[src/hdl/titm_pkg.sv]
// Package for the trigger/image timestamp matcher.
// Shared types, widths and codes; no dependencies.
package titm_pkg;

    localparam int TS_W        = 63;
    localparam int DELAY_W     = 30;
    localparam int STALE_W     = 5;
    localparam int STALE_MAX   = 31;
    localparam int DELAY_RESET = 58000000;

    // Digit-serial datapath: 4-bit digits over a 64-bit padded word
    localparam int DIGIT_W    = 4;
    localparam int NUM_DIGITS = 16;
    localparam int SER_W      = DIGIT_W * NUM_DIGITS;
    localparam int DIG_CNT_W  = $clog2(NUM_DIGITS);

    typedef enum logic [2:0] {
        STAT_STORED  = 3'd0,
        STAT_FULL    = 3'd1,
        STAT_MATCHED = 3'd2,
        STAT_EARLY   = 3'd3,
        STAT_EMPTY   = 3'd4
    } status_t;

    typedef enum logic [2:0] {
        ST_IDLE,
        ST_READ,
        ST_LOAD,
        ST_CMP,
        ST_DONE
    } state_t;

    // Comparator verdict for one image/front pair
    typedef struct packed {
        logic done;   // one-cycle pulse, verdict valid
        logic early;  // image not later than front
        logic over;   // delay above limit (stale)
    } cmp_res_t;

endpackage

[src/hdl/titm_in_if.sv]
// Input channel of the timestamp matcher: valid/ready plus the input word.
// Depends on titm_pkg for field widths.
interface titm_in_if;
    logic                      valid;
    logic                      ready;
    logic                      action;
    logic [titm_pkg::TS_W-1:0] timestamp_ns;

    modport source (output valid, action, timestamp_ns, input ready);
    modport sink   (input valid, action, timestamp_ns, output ready);
endinterface

[src/hdl/titm_out_if.sv]
// Output channel of the timestamp matcher: valid/ready plus the result word.
// Depends on titm_pkg for field widths.
interface titm_out_if;
    logic                         valid;
    logic                         ready;
    logic [2:0]                   status;
    logic [titm_pkg::TS_W-1:0]    corrected_stamp_ns;
    logic [titm_pkg::STALE_W-1:0] stale_dropped;

    modport source (output valid, status, corrected_stamp_ns, stale_dropped, input ready);
    modport sink   (input valid, status, corrected_stamp_ns, stale_dropped, output ready);
endinterface

[src/hdl/titm_ram.sv]
// Generic single-write, single-read RAM with registered read data.
// No dependencies.
module titm_ram #(
    parameter int WIDTH = 8,
    parameter int DEPTH = 16
) (
    input  logic                     clk,
    input  logic                     we,
    input  logic [$clog2(DEPTH)-1:0] waddr,
    input  logic [WIDTH-1:0]         wdata,
    input  logic                     re,
    input  logic [$clog2(DEPTH)-1:0] raddr,
    output logic [WIDTH-1:0]         rdata
);

    logic [WIDTH-1:0] mem_reg [DEPTH];
    logic [WIDTH-1:0] rdata_reg;

    // write port
    always_ff @(posedge clk)
    begin
        if (we)
        begin
            mem_reg[waddr] <= wdata;
        end
    end

    // read port, data held until the next read
    always_ff @(posedge clk)
    begin
        if (re)
        begin
            rdata_reg <= mem_reg[raddr];
        end
    end

    assign rdata = rdata_reg;

endmodule

[src/hdl/titm_serial_cmp.sv]
// Digit-serial compare of image time against a queued trigger time.
// Computes diff = ts - front and delay - diff, one 4-bit digit per cycle, LSB first.
// Depends on titm_pkg.
module titm_serial_cmp (
    input  logic                          clk,
    input  logic                          rst_n,
    input  logic                          start,
    input  logic [titm_pkg::TS_W-1:0]     ts,
    input  logic [titm_pkg::TS_W-1:0]     front,
    input  logic [titm_pkg::DELAY_W-1:0]  max_delay,
    output titm_pkg::cmp_res_t            res
);

    localparam int SW = titm_pkg::SER_W;
    localparam int DW = titm_pkg::DIGIT_W;
    localparam int CW = titm_pkg::DIG_CNT_W;

    logic [SW-1:0] a_reg, a_next;
    logic [SW-1:0] b_reg, b_next;
    logic [SW-1:0] c_reg, c_next;
    logic          bor1_reg, bor1_next;
    logic          bor2_reg, bor2_next;
    logic          zero_reg, zero_next;
    logic          busy_reg, busy_next;
    logic [CW-1:0] cnt_reg, cnt_next;
    logic          done_reg, done_next;
    logic          early_reg, early_next;
    logic          over_reg, over_next;

    logic [DW:0]   d1;
    logic [DW:0]   d2;

    // one digit of both subtract chains
    always_comb
    begin
        d1 = {1'b0, a_reg[DW-1:0]} - {1'b0, b_reg[DW-1:0]} - {{DW{1'b0}}, bor1_reg};
        d2 = {1'b0, c_reg[DW-1:0]} - {1'b0, d1[DW-1:0]} - {{DW{1'b0}}, bor2_reg};
    end

    // sequencing and shift
    always_comb
    begin
        a_next     = a_reg;
        b_next     = b_reg;
        c_next     = c_reg;
        bor1_next  = bor1_reg;
        bor2_next  = bor2_reg;
        zero_next  = zero_reg;
        busy_next  = busy_reg;
        cnt_next   = cnt_reg;
        done_next  = 1'b0;
        early_next = early_reg;
        over_next  = over_reg;

        if (start)
        begin
            a_next    = {{(SW - titm_pkg::TS_W){1'b0}}, ts};
            b_next    = {{(SW - titm_pkg::TS_W){1'b0}}, front};
            c_next    = {{(SW - titm_pkg::DELAY_W){1'b0}}, max_delay};
            bor1_next = 1'b0;
            bor2_next = 1'b0;
            zero_next = 1'b1;
            busy_next = 1'b1;
            cnt_next  = '0;
        end
        else if (busy_reg)
        begin
            a_next    = {{DW{1'b0}}, a_reg[SW-1:DW]};
            b_next    = {{DW{1'b0}}, b_reg[SW-1:DW]};
            c_next    = {{DW{1'b0}}, c_reg[SW-1:DW]};
            bor1_next = d1[DW];
            bor2_next = d2[DW];
            zero_next = zero_reg & (d1[DW-1:0] == '0);
            cnt_next  = cnt_reg + 1'b1;
            if (cnt_reg == CW'(titm_pkg::NUM_DIGITS - 1))
            begin
                busy_next  = 1'b0;
                done_next  = 1'b1;
                // borrow out of ts - front, or zero diff: image not later
                early_next = d1[DW] | zero_next;
                over_next  = d2[DW];
            end
        end
    end

    // control registers
    always_ff @(posedge clk or negedge rst_n)
    begin
        if (!rst_n)
        begin
            busy_reg <= 1'b0;
            cnt_reg  <= '0;
            done_reg <= 1'b0;
        end
        else
        begin
            busy_reg <= busy_next;
            cnt_reg  <= cnt_next;
            done_reg <= done_next;
        end
    end

    // datapath registers
    always_ff @(posedge clk)
    begin
        a_reg     <= a_next;
        b_reg     <= b_next;
        c_reg     <= c_next;
        bor1_reg  <= bor1_next;
        bor2_reg  <= bor2_next;
        zero_reg  <= zero_next;
        early_reg <= early_next;
        over_reg  <= over_next;
    end

    assign res.done  = done_reg;
    assign res.early = early_reg;
    assign res.over  = over_reg;

endmodule

[src/hdl/trigger_image_timestamp_matcher_unit.sv]
// Top level of the trigger/image timestamp matcher: queue control and result register.
// Depends on titm_pkg, titm_in_if, titm_out_if, titm_ram, titm_serial_cmp.
//
//  Channel     Dir  Handshake         Contents
//  in_word     in   valid/ready       action, timestamp_ns
//  out_word    out  valid/ready       status, corrected_stamp_ns, stale_dropped
//  cfg         in   cfg_we            cfg_wdata = max_delay_ns
//
// Trigger word: taken in the idle state; the done state then loads it into the result register.
// Image word: each queued trigger examined costs a RAM read, a load, a serial subtract
//   over all 16 digits of the 4-bit subtractor and a verdict.
// One word at a time; a new word is taken while the previous result waits.
// A stalled output holds the FSM in its done state until the result register frees.
// Reset empties the queue and loads max_delay_ns = 58000000; no clearing pass.
module trigger_image_timestamp_matcher_unit #(
    parameter int QUEUE_DEPTH = 16
) (
    input  logic                             clk,
    input  logic                             rst_n,
    titm_in_if.sink                          in_word,
    titm_out_if.source                       out_word,
    input  logic                             cfg_we,
    input  logic [titm_pkg::DELAY_W-1:0]     cfg_wdata
);

    localparam int AW  = $clog2(QUEUE_DEPTH);
    localparam int CNW = $clog2(QUEUE_DEPTH + 1);
    localparam int SUW = CNW + 1;
    localparam int TW  = titm_pkg::TS_W;
    localparam int SW  = titm_pkg::STALE_W;

    titm_pkg::state_t  state_reg, state_next;
    logic [AW-1:0]     head_reg, head_next;
    logic [CNW-1:0]    count_reg, count_next;
    logic [titm_pkg::DELAY_W-1:0] delay_reg;
    logic [TW-1:0]     ts_reg, ts_next;
    logic [SW-1:0]     stale_reg, stale_next;
    titm_pkg::status_t status_reg, status_next;
    logic [TW-1:0]     stamp_reg, stamp_next;

    logic              out_valid_reg, out_valid_next;
    titm_pkg::status_t out_status_reg, out_status_next;
    logic [TW-1:0]     out_stamp_reg, out_stamp_next;
    logic [SW-1:0]     out_stale_reg, out_stale_next;

    logic              ram_we;
    logic              ram_re;
    logic [AW-1:0]     tail_addr;
    logic [SUW-1:0]    tail_sum;
    logic [AW-1:0]     head_inc;
    logic [TW-1:0]     ram_rdata;
    logic              cmp_start;
    titm_pkg::cmp_res_t cmp_res;

    // queue storage
    titm_ram #(
        .WIDTH (TW),
        .DEPTH (QUEUE_DEPTH)
    ) u_queue (
        .clk   (clk),
        .we    (ram_we),
        .waddr (tail_addr),
        .wdata (in_word.timestamp_ns),
        .re    (ram_re),
        .raddr (head_reg),
        .rdata (ram_rdata)
    );

    // delay compare, one digit per cycle
    titm_serial_cmp u_cmp (
        .clk       (clk),
        .rst_n     (rst_n),
        .start     (cmp_start),
        .ts        (ts_reg),
        .front     (ram_rdata),
        .max_delay (delay_reg),
        .res       (cmp_res)
    );

    // circular index arithmetic
    always_comb
    begin
        tail_sum = SUW'(head_reg) + SUW'(count_reg);
        if (tail_sum >= SUW'(QUEUE_DEPTH))
        begin
            tail_sum = tail_sum - SUW'(QUEUE_DEPTH);
        end
        tail_addr = tail_sum[AW-1:0];
        head_inc  = (head_reg == AW'(QUEUE_DEPTH - 1)) ? '0 : head_reg + 1'b1;
    end

    // next state and outputs
    always_comb
    begin
        state_next      = state_reg;
        head_next       = head_reg;
        count_next      = count_reg;
        ts_next         = ts_reg;
        stale_next      = stale_reg;
        status_next     = status_reg;
        stamp_next      = stamp_reg;
        out_valid_next  = out_valid_reg & ~out_word.ready;
        out_status_next = out_status_reg;
        out_stamp_next  = out_stamp_reg;
        out_stale_next  = out_stale_reg;
        ram_we          = 1'b0;
        ram_re          = 1'b0;
        cmp_start       = 1'b0;
        in_word.ready   = (state_reg == titm_pkg::ST_IDLE);

        unique case (state_reg)
            titm_pkg::ST_IDLE:
            begin
                if (in_word.valid)
                begin
                    stale_next = '0;
                    stamp_next = '0;
                    ts_next    = in_word.timestamp_ns;
                    if (!in_word.action)
                    begin
                        state_next = titm_pkg::ST_DONE;
                        if (count_reg == CNW'(QUEUE_DEPTH))
                        begin
                            status_next = titm_pkg::STAT_FULL;
                        end
                        else
                        begin
                            ram_we      = 1'b1;
                            count_next  = count_reg + 1'b1;
                            status_next = titm_pkg::STAT_STORED;
                        end
                    end
                    else if (count_reg == '0)
                    begin
                        status_next = titm_pkg::STAT_EMPTY;
                        state_next  = titm_pkg::ST_DONE;
                    end
                    else
                    begin
                        state_next = titm_pkg::ST_READ;
                    end
                end
            end
            titm_pkg::ST_READ:
            begin
                ram_re     = 1'b1;
                state_next = titm_pkg::ST_LOAD;
            end
            titm_pkg::ST_LOAD:
            begin
                cmp_start  = 1'b1;
                state_next = titm_pkg::ST_CMP;
            end
            titm_pkg::ST_CMP:
            begin
                if (cmp_res.done)
                begin
                    if (cmp_res.early)
                    begin
                        status_next = titm_pkg::STAT_EARLY;
                        state_next  = titm_pkg::ST_DONE;
                    end
                    else
                    begin
                        head_next  = head_inc;
                        count_next = count_reg - 1'b1;
                        if (cmp_res.over)
                        begin
                            if (stale_reg != SW'(titm_pkg::STALE_MAX))
                            begin
                                stale_next = stale_reg + 1'b1;
                            end
                            if (count_reg == CNW'(1))
                            begin
                                status_next = titm_pkg::STAT_EMPTY;
                                state_next  = titm_pkg::ST_DONE;
                            end
                            else
                            begin
                                state_next = titm_pkg::ST_READ;
                            end
                        end
                        else
                        begin
                            status_next = titm_pkg::STAT_MATCHED;
                            stamp_next  = ram_rdata;
                            state_next  = titm_pkg::ST_DONE;
                        end
                    end
                end
            end
            titm_pkg::ST_DONE:
            begin
                if (!out_valid_reg || out_word.ready)
                begin
                    out_valid_next  = 1'b1;
                    out_status_next = status_reg;
                    out_stamp_next  = stamp_reg;
                    out_stale_next  = stale_reg;
                    state_next      = titm_pkg::ST_IDLE;
                end
            end
            default:
            begin
                state_next = titm_pkg::ST_IDLE;
            end
        endcase
    end

    // control registers
    always_ff @(posedge clk or negedge rst_n)
    begin
        if (!rst_n)
        begin
            state_reg     <= titm_pkg::ST_IDLE;
            head_reg      <= '0;
            count_reg     <= '0;
            delay_reg     <= titm_pkg::DELAY_W'(titm_pkg::DELAY_RESET);
            out_valid_reg <= 1'b0;
        end
        else
        begin
            state_reg     <= state_next;
            head_reg      <= head_next;
            count_reg     <= count_next;
            out_valid_reg <= out_valid_next;
            if (cfg_we)
            begin
                delay_reg <= cfg_wdata;
            end
        end
    end

    // payload registers
    always_ff @(posedge clk)
    begin
        ts_reg         <= ts_next;
        stale_reg      <= stale_next;
        status_reg     <= status_next;
        stamp_reg      <= stamp_next;
        out_status_reg <= out_status_next;
        out_stamp_reg  <= out_stamp_next;
        out_stale_reg  <= out_stale_next;
    end

    assign out_word.valid              = out_valid_reg;
    assign out_word.status             = out_status_reg;
    assign out_word.corrected_stamp_ns = out_stamp_reg;
    assign out_word.stale_dropped      = out_stale_reg;

    // queue occupancy stays within bounds
    assert property (@(posedge clk) disable iff (!rst_n)
        count_reg <= CNW'(QUEUE_DEPTH))
        else $error("queue count above depth");

    // a front read is only issued with a trigger queued
    assert property (@(posedge clk) disable iff (!rst_n)
        (state_reg == titm_pkg::ST_READ) |-> (count_reg != '0))
        else $error("front read with empty queue");

    // comparator verdict only arrives while the FSM waits for it
    assert property (@(posedge clk) disable iff (!rst_n)
        cmp_res.done |-> (state_reg == titm_pkg::ST_CMP))
        else $error("unexpected compare verdict");

    // a loaded result overwrites nothing pending
    assert property (@(posedge clk) disable iff (!rst_n)
        (state_reg == titm_pkg::ST_DONE && out_valid_reg && !out_word.ready)
        |=> (state_reg == titm_pkg::ST_DONE))
        else $error("result lost under stall");

endmodule

[src/flat_wrapper.sv]
// flat-port wrapper written by rule: the top's interface ports become plain ports
module trigger_image_timestamp_matcher_unit_flat 
#(
    parameter int QUEUE_DEPTH = 16
)
  (clk, rst_n, cfg_we, cfg_wdata, in_word_valid, in_word_action, in_word_timestamp_ns, in_word_ready, out_word_valid, out_word_status, out_word_corrected_stamp_ns, out_word_stale_dropped, out_word_ready);
  titm_in_if in_word_i ();
  titm_out_if out_word_i ();
  input  logic clk;
  input  logic rst_n;
  input  logic cfg_we;
  input  logic [titm_pkg::DELAY_W-1:0] cfg_wdata;
  input wire logic [$bits(in_word_i.valid)-1:0] in_word_valid;
  input wire logic [$bits(in_word_i.action)-1:0] in_word_action;
  input wire logic [$bits(in_word_i.timestamp_ns)-1:0] in_word_timestamp_ns;
  output wire logic [$bits(in_word_i.ready)-1:0] in_word_ready;
  output wire logic [$bits(out_word_i.valid)-1:0] out_word_valid;
  output wire logic [$bits(out_word_i.status)-1:0] out_word_status;
  output wire logic [$bits(out_word_i.corrected_stamp_ns)-1:0] out_word_corrected_stamp_ns;
  output wire logic [$bits(out_word_i.stale_dropped)-1:0] out_word_stale_dropped;
  input wire logic [$bits(out_word_i.ready)-1:0] out_word_ready;
  assign in_word_i.valid = in_word_valid;
  assign in_word_i.action = in_word_action;
  assign in_word_i.timestamp_ns = in_word_timestamp_ns;
  assign in_word_ready = in_word_i.ready;
  assign out_word_valid = out_word_i.valid;
  assign out_word_status = out_word_i.status;
  assign out_word_corrected_stamp_ns = out_word_i.corrected_stamp_ns;
  assign out_word_stale_dropped = out_word_i.stale_dropped;
  assign out_word_i.ready = out_word_ready;
  trigger_image_timestamp_matcher_unit #(.QUEUE_DEPTH(QUEUE_DEPTH)) u_core (.clk(clk), .rst_n(rst_n), .in_word(in_word_i), .out_word(out_word_i), .cfg_we(cfg_we), .cfg_wdata(cfg_wdata));
endmodule
[config.mk]
export PLATFORM = sky130hd
export DESIGN_NAME = trigger_image_timestamp_matcher_unit_flat
export DESIGN_NICKNAME = d
export VERILOG_FILES = /design/src/hdl/titm_pkg.sv /design/src/hdl/titm_in_if.sv /design/src/hdl/titm_out_if.sv /design/src/hdl/titm_ram.sv /design/src/hdl/titm_serial_cmp.sv /design/src/hdl/trigger_image_timestamp_matcher_unit.sv /design/src/flat_wrapper.sv
export SDC_FILE = /design/constraint.sdc
export NUM_CORES = 2
export LEC_CHECK = 0
export BUFFER_PORTS_ARGS = -buffer_cell sky130_fd_sc_hd__buf_4
export CAP_MARGIN = 20
export CORE_MARGIN = 1
export CORE_UTILIZATION = 40
export CTS_CLUSTER_SIZE = 8
export DETAILED_ROUTE_END_ITERATION = 6
export GPL_ROUTABILITY_DRIVEN = 0
export PLACE_DENSITY = 0.67
export SLEW_MARGIN = 5
export SYNTH_ARGS = -nofsm -noshare
export SYNTH_HDL_FRONTEND = slang
export SYNTH_SLANG_ARGS = --single-unit
[constraint.sdc]
create_clock -name clk -period 5.6 [get_ports clk]
set_input_delay 1.12 -clock clk [delete_from_list [all_inputs] [get_ports clk]]
set_output_delay 1.12 -clock clk [all_outputs]
set_load 0.02 [all_outputs]
After elaboration in Yosys (flattened, before gate mapping):

Memory sizes are Yosys's and may differ from the RTL's. A register that Yosys moved wholly into a read port is not among the register bits.
Index checks and enable logic that the tools add are counted.

* bitwise logic cells: 6
* mux-type cells: 61
* reduce and logical (&&, ||, !) cells: 16
* eq/ne operators: 20
* $lt $le $gt $ge: 1
* add/sub/neg operators: 11

Operators by type and width (number)
* 63-bit two-way mux: 8
* 63-bit case mux with 2 select lines: 1
* 30-bit two-way mux: 2
* 5-bit two-way mux: 10
* 3-bit two-way mux: 15
* 5-bit case mux with 2 select lines: 2
* 1-bit two-way mux: 17
* 4-bit two-way mux: 4
* 3-bit case mux with 5 select lines: 1
* 2-bit inequality test (second input constant): 7
* 6-bit AND reduction: 2
* 5-bit by 1-bit adder with 5-bit output (second input constant): 2
* 5-bit AND reduction: 2
* 4-bit by 4-bit subtractor with 5-bit output: 2
* 5-bit by 1-bit subtractor with 5-bit output: 2
* 3-bit AND reduction: 3
* 4-bit by 1-bit adder with 4-bit output (second input constant): 2
* 4-bit == test (second input constant): 2
* 4-bit by 5-bit adder with 6-bit output: 1
* 3-bit by 2-bit == test with 1-bit output (second input constant): 2
* 6-bit by 5-bit >= comparator with 1-bit output (second input constant): 1
* 3-bit case mux with 2 select lines: 1
* 5-bit by 1-bit == test with 1-bit output (second input constant): 1
* 5-bit == test (second input constant): 1
* other kinds (18): 24

* memory bits (writable): 1008
* bits in registers: 415
* output and inout bits: 73
* logic and storage cells: 139
* memories kept: 1
* input port bits: 99

Memories
* u_core.u_queue.mem_reg: depth 16, width 63, rd ports 1, clocked after memory_dff 1, write ports 1, line titm_ram.sv:16 `logic [WIDTH-1:0] mem_reg [DEPTH];`

Depth between registers and ports, before layout:

* depth after elaboration: 7
* depth in mapped cells: 13
* mapped depth without buffers: 13

Hierarchy:

From an unflattened synthesis, not the netlist that was laid out.

* cell total of the unflattened synthesis: 2498
* area, all modules: 55828.5 µm²

Modules (own cells, without submodules)
* titm_ram: cells each 1622, instances 1, sequential area each 32160.8 µm², area an instance 39620.5 µm²
* trigger_image_timestamp_matcher_unit: cells each 461, instances 1, sequential area each 7243.2 µm², area an instance 8821.0 µm²
* titm_serial_cmp: cells each 415, instances 1, sequential area each 4954.8 µm², area an instance 7387.1 µm²

Worst setup path after synthesis:

OpenSTA, ideal clock, no wires.

* path type: register -> register
* from: register u_core.state_reg[1]
* to: register u_core.u_queue.rdata_reg[0] (netlist: u_core.u_queue.rdata[0]), read port of u_core.u_queue.mem_reg (enable)
* setup slack: -82 ps
* clock period less this slack: 5682 ps
* required time: 5026 ps
* arrival: 5107 ps
* cell stages (with the launch flop): 3
* path buffers: 1
* setup time: 574 ps
* cell sequence: dfrtp_1 -> clkbuf_8 -> nor3b_1

* longest elaborated chain between the ends: 2

RTL lines
* from (decl): line trigger_image_timestamp_matcher_unit.sv:32 `titm_pkg::state_t state_reg, state_next;`
* from (signal assigned): line trigger_image_timestamp_matcher_unit.sv:215 `state_reg <= titm_pkg::ST_IDLE;`
* from (signal assigned): line trigger_image_timestamp_matcher_unit.sv:223 `state_reg <= state_next;`
* 3-bit by 1-bit == test with 1-bit output: line trigger_image_timestamp_matcher_unit.sv:111 `unique case (state_reg)`
* 1-bit two-way mux: line trigger_image_timestamp_matcher_unit.sv:111
* to (decl): line titm_ram.sv:17 `logic [WIDTH-1:0] rdata_reg;`

Every way passes these cells.
A chain may end at the register's enable or synchronous reset.

Worst setup path in the final report:

* from: register u_core.head_reg[0]
* to: memory u_core.u_queue.mem_reg[12][38] (netlist bit) (enable)

* longest elaborated chain between the ends: 3
* elaborated cells between the ends (all ways): 4
* classes of those cells: add/sub: 2; order compare: 1; mux: 1

RTL lines
* from (decl): line trigger_image_timestamp_matcher_unit.sv:33 `logic [AW-1:0] head_reg, head_next;`
* from (signal assigned): line trigger_image_timestamp_matcher_unit.sv:224 `head_reg <= head_next;`
* 4-bit by 5-bit adder with 6-bit output *: line trigger_image_timestamp_matcher_unit.sv:83 `tail_sum = SUW'(head_reg) + SUW'(count_reg);`
* 6-bit by 5-bit >= comparator with 1-bit output / 4-bit by 1-bit subtractor with 4-bit output (equally long branches): line trigger_image_timestamp_matcher_unit.sv:84, trigger_image_timestamp_matcher_unit.sv:86
* 4-bit two-way mux *: line trigger_image_timestamp_matcher_unit.sv:84 `if (tail_sum >= SUW'(QUEUE_DEPTH))`
* to (decl): line titm_ram.sv:16

Every way passes the cells marked *; elsewhere a longest branch is shown, timed or not.

==> run metrics <==
CTS Root Cell clkbuf_16; final hold vios 0; Initial Util 0.404; Static Leak 0.0214 µW; initial drt markers 2488; GR Util met1 0.242; clock tree buffer depth 3; first-pass GRT wire length between 150 and 200 mm; routed length per instance 25.3 µm; Worst-Margin Slew 1160 ps; Global Route met3 Usage 0.0344; row count 137; Reg2Reg Capture Point u_core.u_queue.mem_reg[12][38]; worst-case clock skew 49.9 ps; Hold/Removal Path Class primary input to async pin; Rel. slew slack 0.226; Distinct cells, synth 57; die height 378 µm; Reg2Reg Launch Point u_core.head_reg[0]; post-DP HPWL between 60 and 70 mm; design area 65700 µm²; Post-synth EDFFs 1434; multi-input logic area approximately 11000 µm²; Tot GR Track Use 0.180; crit path buf inv count 1; hold_buf cts 0; Worst EP required 6030 ps; vias after detailed routing 27200; M2 GR Usage 0.297; Skew-Pair Late Insertion Delay 810 ps; synthesis-to-layout area growth 16.4%; Arrival @ worst endpoint 4250 ps; final net count 3238; Congestion Overflow GR 0; max-slew violations 0; crit-path max FO 35; post-route DRC violation count 0; Layout fillers 11400; Largest register FFs 1008; crit-path leading delay family simple AND/OR/NAND/NOR gates; Port-buffer cells 171; unrepaired setup endpoints after global routing false; max_cap viols 0; Setup crit start u_core.head_reg[0]; syn avg cell area 20.0 µm²; total die area ~140000 µm²; Reg clk slew, reported paths 50 ps; VDD IR-drop max 0.000452 V; initial antenna violation count 5; placed cell area around 60000 µm²; critical path depth 5; CP endpoint kind register; share of cells above drive strength 1 0.271; Post-CTS Setup Bufs 0; slowest CP cell dfrtp_4; Final min period 3820 ps; reg-to-reg slack, setup 1780 ps; post-synthesis cell area approximately 56000 µm²; vias per cell 5.40; syn_nets 2949; Slowest Stage Delay on Critical Path 810 ps; Seq/Total Area, Yosys 0.786; yosys warns 0; most used routing layer met2; outcome completed; vias in the first global route 28400; final wirelength 127 mm; TritonCTS Buffers 204; final setup fails 0; CTS Sinks 1486; die width 378 µm; ys flop type edfxtp_1; share of the clock period used by the worst path 0.682; critical path launch point type register; async set or reset register ratio after synthesis 0.0330; R2R depth 5; # resized after CTS 0; Setup crit end u_core.u_queue.mem_reg[12][38]; Power Density 472 nW/µm²; DR pass1 iterations 6; Synth Instances between 2000 and 3000; antenna viol nets, final 0; largest net degree at the start of global routing 137; Cell Chain, Critical Path ha_1 -> fa_1 -> or3_4 -> nor2_4 -> buf_4; maximum clock frequency 262 MHz; Top Ports ~170; CTS tree built; Register Area 44400 µm²; core area 140000 µm²; critical path type register to register; setup tns final 0 ps; FF+latch count, synth around 1500; number of H-tree levels 4
[worst register-to-register path, cell delays in order, from the launching register on]
cell and delay [ps]:
dfrtp_4 810, ha_1 310, fa_1 490, or3_4 480, nor2_4 760, buf_4 590
[area by class of cell]
cell class / count / area share
Antenna cell: 1 / 0.0000381
Clock buffer: 246 / 0.0807
Clock inverter: 15 / 0.00398
Inverter: 21 / 0.00128
Multi-Input combinational cell: 1178 / 0.175
Sequential cell: 1486 / 0.675
Tap cell: 1876 / 0.0357
Timing Repair Buffer: 224 / 0.0284
[worst min path at each step]
stage,from,to,cells after the start
2_1_floorplan,u_core.stamp_reg[0],u_core.out_word.corrected_stamp_ns[0],0
5_1_grt,rst_n,u_core.count_reg[2],1
3_3_place_gp,u_core.stamp_reg[37],u_core.out_word.corrected_stamp_ns[37],0
3_5_place_dp,u_core.status_reg[2],u_core.out_word.status[2],0
4_1_cts,rst_n,u_core.count_reg[4],1
6_report,rst_n,u_core.head_reg[1],1
[metrics by stage]
| stage | setup WS [ps] | std cells | power (µW) | hold slack (ps) | util |
|---|---|---|---|---|---|
| after detailed placement | 1670 | 4784 | 20400 | 405 | 0.430 |
| after global placement | 1760 | 4783 | 20300 | 404 | 0.430 |
| after global routing | 1610 | 5046 | 32300 | 392 | 0.470 |
| after CTS | 1720 | 5045 | 31400 | 359 | 0.470 |
| final | 1780 | 5047 | 31100 | 375 | 0.470 |
| after floorplan | 755 | 2826 | 18600 | 400 | - |
[placed cells by master (no fill, tap or decap), types with 4 or more instances in the layout]
cell and count:
mux2_2 239, buf_12 13, mux4_2 126, nor3_1 4, xnor2_1 10, nand4_1 4
o21ai_1 13, buf_4 210, a21oi_1 70, clkinv_16 4, inv_16 4, a22oi_1 63
o21ai_0 119, inv_6 4, mux2i_1 190, dfrtp_1 36, dfstp_2 9, nor2_1 14
clkbuf_16 206, edfxtp_1 1434, nor2_4 17, nand2_1 85, nand3_1 5, a221oi_1 63
ha_1 21, clkbuf_1 40, xor2_1 11, and2_1 77, inv_1 20
[cell families after synthesis]
logic type,Yosys count,share of synthesized area
flops,1486,0.786
mux,555,0.132
compound gates,345,0.0386
simple gates,233,0.0213
buf+inv,162,0.0140
fa+ha+maj,24,0.00572
xor+xnor,21,0.00326
[power by group]
part	total [µW]	internal (µW)	switching [µW]	leakage (µW)
combinational	5570	2480	3090	0.00502
clock	10900	6560	4390	0.00270
sequential	14500	14000	565	0.0137
total	31100	23000	8050	0.0214
[cell usage after synthesis, types with 9 or more instances]
master    instances  share of area
a21oi_1          70         0.0062
a221oi_1         63         0.0098
a22oi_1          63         0.0084
and2_1           78         0.0086
buf_2            50         0.0044
buf_4            15         0.0020
clkbuf_1         65         0.0043
dfrtp_1          40          0.018
dfstp_2           9         0.0042
edfxtp_1       1434           0.76
ha_1             21         0.0047
inv_1            20         0.0013
mux2_2          239          0.048
mux2i_1         190          0.034
mux4_2          126          0.050
nand2_1          86         0.0057
nor2_1           31         0.0021
o21ai_0         119          0.011
o21ai_1          13         0.0012
xnor2_1          10         0.0016
xor2_1           11         0.0017
[per-layer routing]
layer | routed length (µm) | up-vias | part of all wire
met3 | 8600 | 197 | 0.067
met1 | 53400 | 14200 | 0.42
met5 | 27 | - | 0.00021
met2 | 62800 | 975 | 0.49
met4 | 2640 | 4 | 0.021
li1 | - | 11900 | -
Power figures use the tool's default switching activity.
